### src/hw/rtl/rmcl_pkg.sv
package rmcl_pkg;

    localparam int COORD_W     = 12;
    localparam int INDEX_W     = 11;
    localparam int MOVE_W      = 3;
    localparam int MAX_CHAIN_D = 1024;

    typedef logic signed [COORD_W-1:0] coord_t;

    typedef enum logic [1:0] {
        AX_X,
        AX_Y,
        AX_Z
    } axis_t;

    // relative move codes
    typedef enum logic [MOVE_W-1:0] {
        MV_FRONT,
        MV_UP,
        MV_DOWN,
        MV_RIGHT,
        MV_LEFT
    } move_t;

    typedef struct packed {
        axis_t axis;
        logic  neg;
    } dir_t;

    typedef struct packed {
        coord_t x;
        coord_t y;
        coord_t z;
    } vec_t;

    typedef struct packed {
        logic [INDEX_W-1:0] idx;
        vec_t               bb;
        vec_t               sc;
        logic               run_last;
        logic               chain_end;
    } result_t;

    localparam dir_t DIR_POS_X = '{axis: AX_X, neg: 1'b0};
    localparam dir_t DIR_NEG_X = '{axis: AX_X, neg: 1'b1};

    localparam vec_t BEAD0_POS = '{x: 12'sd1, y: 12'sd0, z: 12'sd0};
    localparam vec_t BEAD1_POS = '{x: 12'sd2, y: 12'sd0, z: 12'sd0};

    // new direction from the current one and a relative move; codes above
    // left act as left
    function automatic dir_t turn(dir_t d, logic [MOVE_W-1:0] mv);
        dir_t  r;
        axis_t first_ax;
        axis_t second_ax;
        first_ax  = (d.axis == AX_X) ? AX_Y : AX_X;
        second_ax = (d.axis == AX_X || d.axis == AX_Y) ? AX_Z : AX_Y;
        case (mv)
            MV_FRONT: r = d;
            MV_UP:    r = '{axis: first_ax,  neg: 1'b0};
            MV_DOWN:  r = '{axis: first_ax,  neg: 1'b1};
            MV_RIGHT: r = '{axis: second_ax, neg: 1'b0};
            default:  r = '{axis: second_ax, neg: 1'b1};
        endcase
        return r;
    endfunction

    // one lattice step, wraps at the coordinate width
    function automatic vec_t step_from(vec_t base, dir_t d);
        vec_t   r;
        coord_t delta;
        r     = base;
        delta = d.neg ? -12'sd1 : 12'sd1;
        case (d.axis)
            AX_X:    r.x = r.x + delta;
            AX_Y:    r.y = r.y + delta;
            default: r.z = r.z + delta;
        endcase
        return r;
    endfunction

endpackage

### src/hw/rtl/relative_move_chain_to_lattice_core.sv
// Each accepted request writes its results into the result queue, whose head drives the output.
// Throughput: one request per cycle while in_stall is low; the first request of a chain yields
// two results, while later requests yield one each.
// The 3-entry result queue stalls the input once it holds two or more results.
// Reset (rst_n, async, active low): empty queue, direction +x, backbone at (2,0,0),
// bead counter 0, no chain open.
module relative_move_chain_to_lattice_core
    import rmcl_pkg::*;
#(
    parameter int MAX_CHAIN = MAX_CHAIN_D
)
(
    input  logic                     clk,
    input  logic                     rst_n,
    // request channel
    input  logic                     in_valid,
    output logic                     in_stall,
    input  logic [MOVE_W-1:0]        backbone_move,
    input  logic [MOVE_W-1:0]        side_move,
    input  logic                     final_element,
    // result channel
    output logic                     out_valid,
    input  logic                     out_stall,
    output logic [INDEX_W-1:0]       bead_index,
    output logic signed [COORD_W-1:0] bb_x,
    output logic signed [COORD_W-1:0] bb_y,
    output logic signed [COORD_W-1:0] bb_z,
    output logic signed [COORD_W-1:0] sc_x,
    output logic signed [COORD_W-1:0] sc_y,
    output logic signed [COORD_W-1:0] sc_z,
    output logic                     run_last,
    output logic                     chain_end
);

    // bead counter must hold MAX_CHAIN itself (saturation value)
    localparam int CNT_W     = $clog2(MAX_CHAIN + 1);
    localparam int START_CNT = (MAX_CHAIN < 2) ? MAX_CHAIN : 2;
    localparam int Q_DEPTH   = 3;
    localparam int QC_W      = 2;

    // chain state
    logic             started_reg, started_next;
    dir_t             dir_reg,     dir_next;
    vec_t             pos_reg,     pos_next;
    logic [CNT_W-1:0] bead_cnt_reg, bead_cnt_next;

    // result queue, head at entry 0 drives the output ports
    result_t          q_reg [Q_DEPTH];
    result_t          q_next [Q_DEPTH];
    logic [QC_W-1:0]  q_cnt_reg, q_cnt_next;

    logic             accept;
    logic             pop;
    logic             first_item;
    logic [QC_W-1:0]  base;
    logic [QC_W-1:0]  base_p1;
    logic [QC_W-1:0]  n_push;

    dir_t             bb_dir;
    dir_t             sc_dir;
    vec_t             new_pos;
    result_t          r0;
    result_t          r1;
    logic [CNT_W+INDEX_W-1:0] cnt_ext;

    // need room for two results before taking a request
    assign in_stall   = q_cnt_reg[1];
    assign out_valid  = (q_cnt_reg != '0);
    assign accept     = in_valid && !in_stall;
    assign pop        = out_valid && !out_stall;
    assign first_item = !started_reg;

    assign bead_index = q_reg[0].idx;
    assign bb_x       = q_reg[0].bb.x;
    assign bb_y       = q_reg[0].bb.y;
    assign bb_z       = q_reg[0].bb.z;
    assign sc_x       = q_reg[0].sc.x;
    assign sc_y       = q_reg[0].sc.y;
    assign sc_z       = q_reg[0].sc.z;
    assign run_last   = q_reg[0].run_last;
    assign chain_end  = q_reg[0].chain_end;

    assign cnt_ext = {{INDEX_W{1'b0}}, bead_cnt_reg};

    // Move decode: two chained turns and two unit steps, all narrow.
    always_comb
    begin
        bb_dir  = turn(dir_reg, backbone_move);
        new_pos = step_from(pos_reg, bb_dir);
        sc_dir  = turn(bb_dir, side_move);

        if (first_item)
        begin
            // bead 0: side chain hangs off the reversed start direction
            r0.idx       = '0;
            r0.bb        = BEAD0_POS;
            r0.sc        = step_from(BEAD0_POS, turn(DIR_NEG_X, backbone_move));
            r0.run_last  = 1'b0;
            r0.chain_end = 1'b0;
            r1.idx       = INDEX_W'(1);
            r1.bb        = BEAD1_POS;
            r1.sc        = step_from(BEAD1_POS, turn(DIR_POS_X, side_move));
            r1.run_last  = 1'b1;
            r1.chain_end = final_element;
            n_push       = QC_W'(2);
        end
        else
        begin
            r0.idx       = cnt_ext[INDEX_W-1:0];
            r0.bb        = new_pos;
            r0.sc        = step_from(new_pos, sc_dir);
            r0.run_last  = 1'b1;
            r0.chain_end = final_element;
            r1           = r0;
            n_push       = QC_W'(1);
        end
    end

    // Chain state update; the end flag returns everything to reset values.
    always_comb
    begin
        started_next  = started_reg;
        dir_next      = dir_reg;
        pos_next      = pos_reg;
        bead_cnt_next = bead_cnt_reg;
        if (accept)
        begin
            if (final_element)
            begin
                started_next  = 1'b0;
                dir_next      = DIR_POS_X;
                pos_next      = BEAD1_POS;
                bead_cnt_next = '0;
            end
            else if (first_item)
            begin
                started_next  = 1'b1;
                dir_next      = DIR_POS_X;
                pos_next      = BEAD1_POS;
                bead_cnt_next = CNT_W'(START_CNT);
            end
            else
            begin
                dir_next = bb_dir;
                pos_next = new_pos;
                if (bead_cnt_reg < CNT_W'(MAX_CHAIN))
                begin
                    bead_cnt_next = bead_cnt_reg + CNT_W'(1);
                end
            end
        end
    end

    // Queue: shift on pop, then write new results just past the survivors.
    always_comb
    begin
        base    = q_cnt_reg - QC_W'(pop);
        base_p1 = base + QC_W'(1);
        for (int i = 0; i < Q_DEPTH; i++)
        begin
            q_next[i] = q_reg[i];
        end
        if (pop)
        begin
            for (int i = 0; i < Q_DEPTH - 1; i++)
            begin
                q_next[i] = q_reg[i+1];
            end
        end
        if (accept)
        begin
            for (int i = 0; i < Q_DEPTH; i++)
            begin
                if (base == QC_W'(i))
                begin
                    q_next[i] = r0;
                end
                if (first_item && base_p1 == QC_W'(i))
                begin
                    q_next[i] = r1;
                end
            end
        end
        q_cnt_next = base + (accept ? n_push : '0);
    end

    always_ff @(posedge clk or negedge rst_n)
    begin
        if (!rst_n)
        begin
            started_reg  <= 1'b0;
            dir_reg      <= DIR_POS_X;
            pos_reg      <= BEAD1_POS;
            bead_cnt_reg <= '0;
            q_cnt_reg    <= '0;
        end
        else
        begin
            started_reg  <= started_next;
            dir_reg      <= dir_next;
            pos_reg      <= pos_next;
            bead_cnt_reg <= bead_cnt_next;
            q_cnt_reg    <= q_cnt_next;
        end
    end

    // payload only, no reset
    always_ff @(posedge clk)
    begin
        for (int i = 0; i < Q_DEPTH; i++)
        begin
            q_reg[i] <= q_next[i];
        end
    end

endmodule

### config.mk
export PLATFORM = sky130hd
export DESIGN_NAME = relative_move_chain_to_lattice_core
export DESIGN_NICKNAME = d
export VERILOG_FILES = /design/src/hw/rtl/rmcl_pkg.sv /design/src/hw/rtl/relative_move_chain_to_lattice_core.sv
export SDC_FILE = /design/constraint.sdc
export NUM_CORES = 1
export LEC_CHECK = 0
export ABC_AREA = 1
export ABC_CLOCK_PERIOD_IN_PS = 8500
export BUFFER_PORTS_ARGS = -buffer_cell sky130_fd_sc_hd__buf_2
export CORE_MARGIN = 4
export CORE_UTILIZATION = 62
export CTS_CLUSTER_DIAMETER = 40
export DETAILED_ROUTE_END_ITERATION = 8
export GPL_ROUTABILITY_DRIVEN = 0
export PLACE_DENSITY = 0.81
export RECOVER_POWER = 25
export SETUP_SLACK_MARGIN = 0.2
export SYNTH_ARGS = -nofsm -noshare
export SYNTH_HDL_FRONTEND = slang
export SYNTH_SLANG_ARGS = --single-unit
### constraint.sdc
create_clock -name clk -period 8.5 [get_ports clk]
set_clock_uncertainty 0.1 [all_clocks]
set_input_delay 1.275 -clock clk [delete_from_list [all_inputs] [get_ports clk]]
set_output_delay 1.275 -clock clk [all_outputs]
set_load 0.01 [all_outputs]
==> impl_results.md <==
* Run status: finished, violations left
* Violated checks: capacitance limit, slew limit
* Drt wl/cell at 17.9 µm
* Yosys reg bits at 308
* CTS clk-pin slew, worst paths at 0.06 ns
* Core area at 0.0296 mm²
* Largest cells by area after synthesis: dfxtp_1, nand2_1, edfxtp_1, dfrtp_1, o21ai_0
* # DRC at 0
* DIE HEIGHT at approximately 180 µm
* DR vias/cell at 5.97
* Resized cells post-CTS at 0
* Setup ws final at 2.60 ns
* Clock Path Buffers at 3
* CTS tree: yes
* Post-DP Area at 0.0186 mm²
* IO buf count at 97
* CTS root buf: clkbuf_16
* Drt initial violations at 1,944
* Hold_buf cts at 0
* Share of layout cells above drive strength 1 at 8.78%
* Synth-to-layout area growth at 8.23%
* Netlist cell types at 64
* Drt first pass iters at 7
* Grt ovf at 0
* Sequential cell area fraction in the yosys report at 39.3%
* Cell depth of the worst setup path at 12
* FILL cells at 2,341
* Initial core utilization at a little over three fifths
* Post-synth top area share at 18.4%
* Reg2Reg Setup Slack at 2.88 ns
* Ys Warns at 0
* Initial antenna violation count at 0
* Post-synth ARST share at 17.2%
* Crit path largest cell delay at ~0.74 ns
* Crit path DAT at 5.96 ns
* Drt total wl at 51,300 µm
* FF-to-FF path depth at 12
* Critical Path RT at ~8.6 ns
* Final ANT Viol Nets at 0
* Endpoint with the worst hold slack: q_reg[0][41]
* Synth Net Count at 2,565
* FF-to-FF End: q_reg[0][235]
* RSZ-0062 raised after global routing: no
* Pre-CTS setup slack at 2.27 ns
* Synthesized cell area at approximately 0.019 mm²
* # setup viols final at 0
* Cell family with most CP delay: buffers and inverters
* Hold Crit Depth at 2
* Worst skew pair latency at 0.54 ns
* Post-synth EDFFs at between 80 and 90
* Die ar. at 0.0327 mm²
* Worst hold path type: reg -> reg
* Final Instance Area at 0.0201 mm²
* Slew headroom at -117%
* Setup crit start kind: input port
* Min-delay src: q_reg[0][126]
* Worst slew pin tran at approximately 3.3 ns
* IO Pins at 98
* Largest net degree at the start of global routing at slightly below 100
* Max Fclk at approximately 170 MHz
* MaxCap Viol Count at 2
* First-pass GRT wire length at 82,300 µm
* Worst r2r src: q_cnt_reg[1]
* Post-synth top area cell: dfxtp_1
* Power per Cell Area at 500 mW/mm²
* Die W at 181 µm
* Nets at 2,530
* CTS Buf Count at between 40 and 50
* Number of setup buffers added after CTS at 0
* Main synth FF type: dfxtp_1
* Largest register FFs at 255
* Max VDD drop at 0.263 mV
* Via count at between 15,000 and 20,000
* CTS sink cnt at 308
* Total GRT Usage at a little under a third
* CP dominant cell by count: inv_2
* Critical-path cell list: buf_2, a21oi_4, ha_1, xnor2_1, inv_2, nor2_4, buf_4, inv_2, nor2_1, inv_2, a21oi_4, buf_12
* WP buf/inv at 6
* Final count of hold timing violations at 0
* CP Capture Type: register
* Number of global-route vias before repair at 16,000
* Ant diodes at 0
* Mean Syn Cell Area at 7.47 µm²
* Min Tclk post-route at 5.90 ns
* Setup_tns at 0 ns
* Crit-path slowest cell: nor2_1
* H-tree Lvls at 2
* Top fanout value on the critical path at 63
* CP Class: in -> reg
* Leakage at 0.00934 µW
* Dpl hpwl at 34,600 µm
* Cell row count at 63
* Slew Limit Fails at 87
* Final period utilization at a little over two thirds
* Mapped Cells at about 2,500
[tightest hold or removal path, delay by kind of cell (launching register included)]
kind	cells	cell delay, ns
DFF	1	0.31
AOI/OAI and AO/OA	1	0.08
and+or+nand+nor	1	0.06
[synth_stat cells, drive strengths merged, types with 41 or more instances]
library cell,number
nand2,804
dfrtp,52
a31oi,65
mux2i,41
buf,118
dfxtp,170
inv,237
ha,67
nor2,167
o21ai,202
a21oi,99
edfxtp,85
clkbuf,79
nand3,64
[metrics by stage]
step | utilization [%] | cells | hold slack [ns] | total power [µW]
2_1_floorplan | - | 2481 | 0.354 | 6720
3_3_place_gp | 62.8 | 2789 | 0.386 | 7730
3_5_place_dp | 62.8 | 2789 | 0.389 | 7920
4_1_cts | 68.2 | 2873 | 0.393 | 9930
5_1_grt | 67.9 | 2873 | 0.409 | 10700
6_report | 67.9 | 2873 | 0.395 | 10000
[area by class of cell]
type                    instances  area (µm²)  share of cell area (%)
flip-flops and latches        308        7280                    36.3
multi-input cells            1736        9240                    46.1
repair buffers                115         539                    2.69
clock inverters                30         359                    1.79
clock buffers                  54        1240                    6.19
well taps                     390         488                    2.43
inverters                     240         907                    4.52
[cells by family (layout without fill, tap and decap cells)]
kind of cell	Yosys count	in the layout	synth area share, %
AOI/OAI and AO/OA	499	499	16.4
adders and majority gates	73	73	5.17
DFF	308	308	39.3
muxes	41	41	2.21
buffers and inverters	437	439	11.1
xor gates and xnor gates	47	47	2.22
and+or+nand+nor	1076	1076	23.6
[power by group]
group	leakage [µW]	switching (µW)	internal (µW)
combinational	0.00564	3760	1780
clock	0.000772	724	1240
sequential	0.00293	302	2220
[worst max-delay path by stage]
stage                          start  slack, ns             to
floorplan                  out_stall       1.86  q_reg[0][170]
global placement    backbone_move[0]       2.45  q_reg[0][207]
detailed placement  backbone_move[0]       2.27  q_reg[0][207]
CTS                        out_stall       2.77  q_reg[0][235]
global route        backbone_move[0]       2.23   q_reg[0][25]
finish                     out_stall       2.60  q_reg[0][235]
[routing by layer]
metal	up-vias	GRT usage, %	wire [µm]
met5	-	0	0
met4	0	13.0	2020
met3	161	6.46	5320
met2	917	47.0	23000
met1	7982	40.8	21000
li1	8084	-	-
[cells in the final DEF, fill, tap and decap left out, types with 12 or more instances in the layout]
| cell | n |
|---|---|
| nand2_1 | 782 |
| inv_1 | 218 |
| dfxtp_1 | 170 |
| o21ai_0 | 169 |
| nor2_1 | 158 |
| a21oi_1 | 95 |
| edfxtp_1 | 85 |
| clkbuf_1 | 74 |
| ha_1 | 67 |
| a31oi_1 | 65 |
| nand3_1 | 57 |
| dfrtp_1 | 52 |
| clkbuf_16 | 47 |
| mux2i_1 | 41 |
| xor2_1 | 28 |
| buf_2 | 28 |
| o21ai_1 | 25 |
| a32oi_1 | 24 |
| o22ai_1 | 23 |
| xnor2_1 | 19 |
| inv_2 | 18 |
| o211ai_1 | 16 |
| o221ai_1 | 15 |
| buf_4 | 15 |
| nand2_2 | 14 |
| or2_2 | 14 |
| o31ai_1 | 12 |
No activity file was read; power rests on OpenSTA's default activity.
